## config.mk

```make
export PLATFORM = sky130hd
export DESIGN_NAME = sorted_set_table
export DESIGN_NICKNAME = d
export VERILOG_FILES = /design/src/sv/sst_pkg.sv /design/src/sv/sorted_set_table.sv /design/src/sv/sst_cell.sv
export SDC_FILE = /design/constraint.sdc
export NUM_CORES = 2
export LEC_CHECK = 0
export CAP_MARGIN = 10
export CORE_UTILIZATION = 30
export CTS_CLUSTER_SIZE = 10
export DETAILED_ROUTE_END_ITERATION = 10
export DONT_BUFFER_PORTS = 1
export GPL_TIMING_DRIVEN = 0
export HOLD_SLACK_MARGIN = 0.1
export SLEW_MARGIN = 20
export SYNTH_ARGS = -nofsm -noshare
export SYNTH_HDL_FRONTEND = slang
export SYNTH_HIERARCHICAL = 1
export SYNTH_SLANG_ARGS = --single-unit
```

## constraint.sdc

```tcl
create_clock -name aclk -period 10.92 [get_ports aclk]
set_clock_uncertainty 0.05 [all_clocks]
set_input_delay 0 -clock aclk [delete_from_list [all_inputs] [get_ports aclk]]
set_output_delay 0 -clock aclk [all_outputs]
set_load 0.005 [all_outputs]
```

## src/sv/sst_pkg.sv

```systemverilog
// ----------------------------------------------------------------------------
// sst_pkg
// Shared constants and types for the sorted set table.
// ----------------------------------------------------------------------------
package sst_pkg;

    localparam int SST_CAPACITY = 16;

    localparam int REQ_W   = 2;
    localparam int KEY_W   = 32;
    localparam int STAT_W  = 2;
    localparam int COUNT_W = 5;

    // request codes
    localparam logic [REQ_W-1:0] REQ_INSERT = 2'd0;
    localparam logic [REQ_W-1:0] REQ_DELETE = 2'd1;
    localparam logic [REQ_W-1:0] REQ_LOOKUP = 2'd2;

    // status codes
    localparam logic [STAT_W-1:0] ST_OK   = 2'd0;
    localparam logic [STAT_W-1:0] ST_MISS = 2'd1;
    localparam logic [STAT_W-1:0] ST_FULL = 2'd2;

    // per-cycle command broadcast to every cell
    typedef struct packed {
        logic ins;   // shift up from the insert point, load key there
        logic del;   // shift down from the match point
    } sst_ctrl_t;

endpackage

```

## src/sv/sorted_set_table.sv

```systemverilog
// ----------------------------------------------------------------------------
// sorted_set_table
// Sorted set of distinct signed 32-bit values with insert, delete and lookup.
// ----------------------------------------------------------------------------
// Usage: each item carries a request (insert, delete, look up) and a signed
// value; each item gives exactly one result with a status (done/found,
// duplicate/not found, full) and the entry count after the request. Values
// sit in a row of CAPACITY cells in ascending signed order; every cell
// compares its value with the key at once, so the insert or delete point is
// known at once and the cells shift up or down by one slot in the same
// cycle. An item executes while it sits in the request register, once the
// result register is empty or being taken; its result is offered from the
// result register in the cycle after that and waits there until taken. A
// result that is not taken holds the request register, and with it the
// input. While results are taken, the block sustains one item per cycle,
// limited by the single compare-and-shift pass through the cell row. No
// clearing pass is needed after reset: occupied flags clear at once.
// entry_count is the held count modulo 32 when CAPACITY exceeds 31.
// ----------------------------------------------------------------------------
module sorted_set_table
    import sst_pkg::*;
#(
    parameter int CAPACITY = SST_CAPACITY
) (
    input  logic                 aclk,
    input  logic                 aresetn,
    // request channel
    input  logic                 s_valid,
    output logic                 s_ready,
    input  logic [REQ_W-1:0]     s_req_type,
    input  logic signed [KEY_W-1:0] s_key_value,
    // result channel
    output logic                 m_valid,
    input  logic                 m_ready,
    output logic [STAT_W-1:0]    m_status,
    output logic [COUNT_W-1:0]   m_entry_count
);

    localparam int CW = $clog2(CAPACITY + 1);

    // request register
    logic             req_valid_reg, req_valid_next;
    logic [REQ_W-1:0] req_type_reg;
    logic [KEY_W-1:0] req_key_reg;

    // result register
    logic               res_valid_reg, res_valid_next;
    logic [STAT_W-1:0]  res_status_reg, res_status_next;
    logic [COUNT_W-1:0] res_count_reg, res_count_next;

    logic [CW-1:0] count_reg, count_next;

    // cell row
    logic [KEY_W-1:0] entry [CAPACITY];
    logic [CAPACITY-1:0] occ, less, eq;
    sst_ctrl_t ctrl;

    logic advance;   // request executes this cycle
    logic found;
    logic full;
    logic [31:0] count_ext;

    assign advance = req_valid_reg && (!res_valid_reg || m_ready);
    assign s_ready = !req_valid_reg || advance;

    assign found = |eq;
    assign full  = occ[CAPACITY-1];

    // ------------------------------------------------------------------
    // cell chain: slot 0 sees a virtual "less, occupied" neighbor below,
    // the top slot sees an empty neighbor above
    // ------------------------------------------------------------------
    for (genvar i = 0; i < CAPACITY; i++) begin : g_cell
        logic [KEY_W-1:0] l_entry, r_entry;
        logic             l_occ, l_less, r_occ;

        if (i == 0) begin : g_lo
            assign l_entry = req_key_reg;
            assign l_occ   = 1'b1;
            assign l_less  = 1'b1;
        end else begin : g_lo
            assign l_entry = entry[i-1];
            assign l_occ   = occ[i-1];
            assign l_less  = less[i-1];
        end

        if (i == CAPACITY - 1) begin : g_hi
            assign r_entry = req_key_reg;
            assign r_occ   = 1'b0;
        end else begin : g_hi
            assign r_entry = entry[i+1];
            assign r_occ   = occ[i+1];
        end

        sst_cell u_cell (
            .aclk        (aclk),
            .aresetn     (aresetn),
            .ctrl        (ctrl),
            .key         (req_key_reg),
            .left_entry  (l_entry),
            .left_occ    (l_occ),
            .left_less   (l_less),
            .right_entry (r_entry),
            .right_occ   (r_occ),
            .entry       (entry[i]),
            .occ         (occ[i]),
            .less        (less[i]),
            .eq          (eq[i])
        );
    end

    // ------------------------------------------------------------------
    // request decode: what the cells do and what the result says
    // ------------------------------------------------------------------
    always_comb begin
        ctrl            = '0;
        count_next      = count_reg;
        res_status_next = ST_MISS;
        if (advance) begin
            case (req_type_reg)
                REQ_INSERT: begin
                    if (found) begin
                        res_status_next = ST_MISS;    // duplicate wins over full
                    end else if (full) begin
                        res_status_next = ST_FULL;
                    end else begin
                        ctrl.ins        = 1'b1;
                        count_next      = count_reg + CW'(1);
                        res_status_next = ST_OK;
                    end
                end
                REQ_DELETE: begin
                    if (found) begin
                        ctrl.del        = 1'b1;
                        count_next      = count_reg - CW'(1);
                        res_status_next = ST_OK;
                    end
                end
                REQ_LOOKUP: begin
                    res_status_next = found ? ST_OK : ST_MISS;
                end
                default: begin
                    res_status_next = ST_MISS;        // unused code: no change
                end
            endcase
        end
    end

    assign count_ext      = 32'(count_next);
    assign res_count_next = count_ext[COUNT_W-1:0];

    always_comb begin
        req_valid_next = req_valid_reg;
        if (s_valid && s_ready) begin
            req_valid_next = 1'b1;
        end else if (advance) begin
            req_valid_next = 1'b0;
        end
        res_valid_next = res_valid_reg;
        if (advance) begin
            res_valid_next = 1'b1;
        end else if (m_ready) begin
            res_valid_next = 1'b0;
        end
    end

    always_ff @(posedge aclk) begin
        if (s_valid && s_ready) begin
            req_type_reg <= s_req_type;
            req_key_reg  <= s_key_value;
        end
        if (advance) begin
            res_status_reg <= res_status_next;
            res_count_reg  <= res_count_next;
        end
        if (!aresetn) begin
            req_valid_reg <= 1'b0;
            res_valid_reg <= 1'b0;
            count_reg     <= '0;
        end else begin
            req_valid_reg <= req_valid_next;
            res_valid_reg <= res_valid_next;
            count_reg     <= count_next;
        end
    end

    assign m_valid       = res_valid_reg;
    assign m_status      = res_status_reg;
    assign m_entry_count = res_count_reg;

`ifndef SYNTHESIS
    // occupied flags always agree with the held count
    a_occ_count: assert property (@(posedge aclk) disable iff (!aresetn)
        $countones(occ) == 32'(count_reg))
        else $error("occupied cells disagree with count");

    // count never passes capacity
    a_count_cap: assert property (@(posedge aclk) disable iff (!aresetn)
        32'(count_reg) <= CAPACITY)
        else $error("count above capacity");

    // a successful insert grows the table by one
    a_ins_grow: assert property (@(posedge aclk) disable iff (!aresetn)
        ctrl.ins |=> (count_reg == $past(count_reg) + CW'(1)))
        else $error("insert did not grow count");

    // reset empties the result register
    a_rst_out: assert property (@(posedge aclk) !aresetn |=> !m_valid)
        else $error("result valid after reset");
`endif

endmodule

```

## src/sv/sst_cell.sv

```systemverilog
// ----------------------------------------------------------------------------
// sst_cell
// One slot of the sorted chain: holds a value and its occupied flag,
// compares against the broadcast key and shifts to/from its neighbors.
// ----------------------------------------------------------------------------
module sst_cell
    import sst_pkg::*;
(
    input  logic             aclk,
    input  logic             aresetn,
    input  sst_ctrl_t        ctrl,
    input  logic [KEY_W-1:0] key,
    // lower neighbor (slot i-1)
    input  logic [KEY_W-1:0] left_entry,
    input  logic             left_occ,
    input  logic             left_less,
    // upper neighbor (slot i+1)
    input  logic [KEY_W-1:0] right_entry,
    input  logic             right_occ,
    output logic [KEY_W-1:0] entry,
    output logic             occ,
    output logic             less,
    output logic             eq
);

    logic [KEY_W-1:0] entry_reg, entry_next;
    logic             occ_reg, occ_next;

    assign entry = entry_reg;
    assign occ   = occ_reg;
    assign less  = occ_reg && ($signed(entry_reg) < $signed(key));
    assign eq    = occ_reg && (entry_reg == key);

    always_comb begin
        entry_next = entry_reg;
        occ_next   = occ_reg;
        if (ctrl.ins && !less) begin
            entry_next = left_less ? key : left_entry;
            occ_next   = occ_reg | left_occ;
        end else if (ctrl.del && !less) begin
            entry_next = right_entry;
            occ_next   = right_occ;
        end
    end

    always_ff @(posedge aclk) begin
        entry_reg <= entry_next;
        if (!aresetn) begin
            occ_reg <= 1'b0;
        end else begin
            occ_reg <= occ_next;
        end
    end

endmodule
```

==> flow_results.org <==
** Status
- Outcome :: completed

** STA
- Setup violations remaining at the end of the flow were counted as 0.
- Final Cycle Share :: 52.80%
- Headroom to the max-slew limit :: between 20% and 30%
- Setup WS post-layout :: between 5 and 6 ns
- Pins Over Slew Limit :: 0
- Setup repair after global routing left no endpoint under its margin.
- Hold Violations, Final :: 0
- Period minus WS final :: between 5 and 6 ns
- Measured slew at the worst slew-check pin :: about 1.1 ns
- Static timing analysis puts the maximum clock frequency at 173.4 MHz.

** Floorplan
- In this run the core area contains approximately 140 standard-cell rows.
- Top-Level Pins :: 47
- The die covers roughly 0.15 mm^2.
- The core region is around 0.15 mm^2.
- Width of the die :: just under 400 um
- Overall die height :: between 300 and 400 um
- Initial Utilization :: a little under a third

** Min path
- Class of the tightest hold or removal check :: input pin to register

** Synth
- In the synthesized netlist the dominant register cell turns out to be sky130_fd_sc_hd__edfxtp_1.
- Of all cell types, the one taking the most synthesized area is sky130_fd_sc_hd__edfxtp_1.
- The synthesized netlist occupies a cell area of 0.04589 mm^2.
- Post-Syn Area per Cell :: 10.30 um^2
- In this run the biggest area consumer among cell types represents between 30% and 40% of the synthesized area.
- During synthesis, Yosys emitted a total of 6 warnings.
- Post-synthesis sequential element count :: between 500 and 600
- Number of distinct library cell variants in the gate-level netlist after synthesis :: 58
- Counting flops with a built-in enable in the synthesized netlist gives 553.
- Seq/Total Area, Yosys :: a little under two fifths
- Post-synthesis cell count :: 4,454
- In the synthesized netlist the async set-or-reset flop fraction comes to 0%.
- Leading post-synthesis cells by instance count :: 722 x sky130_fd_sc_hd__a21oi_1, 569 x sky130_fd_sc_hd__nor2_1, 553 x sky130_fd_sc_hd__edfxtp_1
- By instance count, the leading cell after synthesis is sky130_fd_sc_hd__a21oi_1.
- Yosys attributes the largest share of cell area to sky130_fd_sc_hd__edfxtp_1 36%, sky130_fd_sc_hd__mux2_4 16%, sky130_fd_sc_hd__ha_1 14%.

** Route
- After detailed routing, the average wire length per cell comes to around 18 um.
- Total vias in the final route :: 33,540
- Via density :: 4.993
- The detailed router used layers up to and including met4.
- Number of detailed-route iterations in the first pass :: 6
- The detailed router finished its first iteration with around 2,500 violations.
- Antenna Nets Post-Route :: 0
- Met2 routed wirelength :: 58.06 mm
- Summed over all nets, wire length on met3 after detailed routing comes to 4.535 mm.
- After detailed routing, the number of remaining DRC violations is 0.
- After detailed routing, the wire length on met1 is roughly 52 mm.
- Wire length after detailed routing :: ~120 mm

** Placed design
- Worst slack at placement :: 5.146 ns
- In this run the tool buffered the top-level ports with 0 buffer cells.
- Including well taps, the total number of placed cells is between 6,000 and 7,000.
- Global placement routability congestion :: around 0.84
- Detailed placement ended at an HPWL of 96.93 mm.

** Power and ir drop
- Of the total power, the share spent switching nets is between 20 and 30%.
- Reg power frac :: between 40 and 50%
- Psw :: between 0.001 and 0.0015 W
- Power density relative to cell area :: about 110 mW/mm^2
- Post-route total power :: approximately 0.0055 W
- IR analysis of the VDD net gives a maximum drop of between 0.1 and 0.15 mV.
- Pleak :: approximately 22 nW
- Of the total power, the clock network draws 41.8%.
- Gate power share :: a little under an eighth
- The internal power of the cells totals 0.004103 W.

** Worst setup path
- In this run the register-to-register setup slack is slightly above 5 ns.
- Arr. time, crit path :: approximately 6.1 ns
- Sort of element at the end of the critical path :: register
- For this design, the slowest cell found on the critical path is sky130_fd_sc_hd__edfxtp_1.
- By startpoint and endpoint, the worst setup path is classified as register to register.
- Required time worst endpoint :: 11.25 ns
- Critical path cell sequence :: inv_1 -> ha_1 -> nand4_1 -> nor4_1 -> and4_1 -> or4_4 -> nor4_4 -> nand2_1 -> nor2_4 -> buf_12 -> buf_12 -> o211a_4 -> buf_6 -> mux2_4
- In this design, the stage delay of the slowest critical-path cell is 0.99 ns.
- Critical path fanouts, max :: 31
- Worst Setup Start Kind :: register
- Counting stages on the worst path, the most repeated cell is sky130_fd_sc_hd__buf_12.

** Clock network
- CTS placed an instance of sky130_fd_sc_hd__clkbuf_16 at the clock tree root.
- Clock transition at the registers of the reported paths :: about 0.060 ns
- Gates resized during post-CTS repair numbered 0.
- Source-to-sink clock delay at the later pin of the worst-skew pair :: 0.65 ns
- Sink count of the clock tree :: between 500 and 600
- TritonCTS clock tree :: built
- CTS built an H-tree with a depth of 3.
- The clock passes through at most 3 buffers.
- CTS buffer count :: 74

** Global route
- Global routing finished with a remaining overflow of 0.
- First-pass GRT wire length :: 187.4 mm
- The initial antenna violation count was 1.
- Aggregate global-route resource usage :: 15.19%
- Maximum number of pins on one net before global-route repair :: 37
- The number of global-route vias before repair is between 30,000 and 40,000.

** Final layout
- The post-route netlist has between 15 and 20% of its cells at a drive strength greater than 1.
- Number of flip-flops under the largest register name :: 512
- Area Growth Syn to Fin :: 13.68%
- The layout has 15,030 filler cells.
- Number of nets in the layout :: a little over 5,000
- Count of non-filler cells in the finished layout :: 6,717

** Run
- Across the run, the number of max-cap violations was 0.
==> area by class of cell <==
class                      count  area [um^2]  area share (%)
clock inverter                21        142.6          0.2734
timing repair buffer          99         1346           2.581
clock buffer                 109         2098           4.022
tap                         2030         2540           4.869
antenna                        1        2.502        0.004797
inverter                     535         2008           3.850
multi-input combinational   3184        25980           49.81
buffer                       162        977.2           1.873
sequential                   576        17070           32.72
==> repair_timing <==
action | 4_1_cts | 5_1_grt
setup buffers | 0 | 0
hold buffers | 77 | 0
endpoints found under the hold margin | 88 | 0
setup endpoints to repair | 0 | 0
==> per-stage QoR <==
step / hold WS (ns) / area (um^2) / setup TNS [ns] / utilization, %
after detailed placement: 0.04892 / 49130 / 0 / 32.35
after global routing: 0.4221 / 52170 / 0 / 34.34
final: 0.4002 / 52170 / 0 / 34.34
after CTS: 0.3577 / 52160 / 0 / 34.34
after floorplan: 0.04887 / 45900 / 0 / -
after global placement: 0.04892 / 48440 / -8.386 / 31.89
==> placed cells by master, fill, tap and decap left out, types with 17 or more instances in the layout <==
cell type	n
sky130_fd_sc_hd__inv_1	535
sky130_fd_sc_hd__nand2_1	120
sky130_fd_sc_hd__and4_1	32
sky130_fd_sc_hd__dfxtp_1	23
sky130_fd_sc_hd__o21ai_0	51
sky130_fd_sc_hd__nand4_1	96
sky130_fd_sc_hd__o221a_2	32
sky130_fd_sc_hd__a21oi_1	722
sky130_fd_sc_hd__mux2_2	17
sky130_fd_sc_hd__mux2_1	32
sky130_fd_sc_hd__nor2b_1	19
sky130_fd_sc_hd__edfxtp_1	553
sky130_fd_sc_hd__nand2b_1	18
sky130_fd_sc_hd__o21ai_1	18
sky130_fd_sc_hd__nor2_1	551
sky130_fd_sc_hd__buf_16	18
sky130_fd_sc_hd__nor4b_1	17
sky130_fd_sc_hd__dlygate4sd3_1	76
sky130_fd_sc_hd__ha_1	517
sky130_fd_sc_hd__mux2_4	480
sky130_fd_sc_hd__clkbuf_16	78
sky130_fd_sc_hd__nor2_4	18
sky130_fd_sc_hd__o2bb2ai_1	18
sky130_fd_sc_hd__a21o_1	48
sky130_fd_sc_hd__nand3_1	52
sky130_fd_sc_hd__o21a_1	18
sky130_fd_sc_hd__a211oi_1	33
sky130_fd_sc_hd__buf_6	49
sky130_fd_sc_hd__or3_1	17
sky130_fd_sc_hd__a21boi_1	17
sky130_fd_sc_hd__nor3_1	34
sky130_fd_sc_hd__clkbuf_1	140
==> worst max-delay path: cells and delay by family (launching register included) <==
| kind | cells | cell delay [ns] |
|---|---|---|
| multiplexers | 1 | 0.32 |
| AND/OR/NAND/NOR | 7 | 2.54 |
| flip-flops | 1 | 0.99 |
| adder cells (fa/ha/maj) | 1 | 0.38 |
| AO/OA/AOI/OAI | 1 | 0.25 |
| buffers and inverters | 4 | 0.86 |
==> power groups by stage <==
stage                     logic (W)  clock network, W  registers [W]
final                      0.000650           0.00230        0.00255
after floorplan            0.000475                 0        0.00255
after CTS                  0.000648           0.00237        0.00255
after global placement     0.000573                 0        0.00260
after detailed placement   0.000615                 0        0.00259
after global routing       0.000726           0.00244        0.00256
==> final timing paths <==
| check | endpoint | from | depth (start not counted) |
|---|---|---|---|
| setup / recovery | g_cell[0].u_cell/entry[23]$_DFFE_PP_ | g_cell[0].l_entry[27]$_DFFE_PP_ | 14 |
| hold / removal | g_cell[15].u_cell/occ$_SDFFE_PN0P_ | aresetn | 4 |
| setup reg to reg | g_cell[0].u_cell/entry[23]$_DFFE_PP_ | g_cell[0].l_entry[27]$_DFFE_PP_ | 14 |
| hold reg to reg | m_valid$_SDFFE_PN0P_ | req_valid_reg$_SDFFE_PN0P_ | 2 |
==> per-layer routing <==
layer  global-route usage, %  up-vias
met4                   5.299        0
met5                       0        -
met2                   27.09      742
met1                   18.83    15870
met3                   1.623      202
li1                        -    16730
==> cells by family (layout without fill, tap and decap cells) <==
kind of cell	count (synthesis)	count (layout)	synth area share, %
buffers and inverters	697	926	6.506
DFF	576	576	37.19
adders and majority gates	517	517	14.10
other	2	6	0.01637
and+or+nand+nor	1021	1021	10.54
AOI/OAI and AO/OA	1112	1112	14.74
muxes	529	529	16.91
Power figures use the tool's default switching activity.
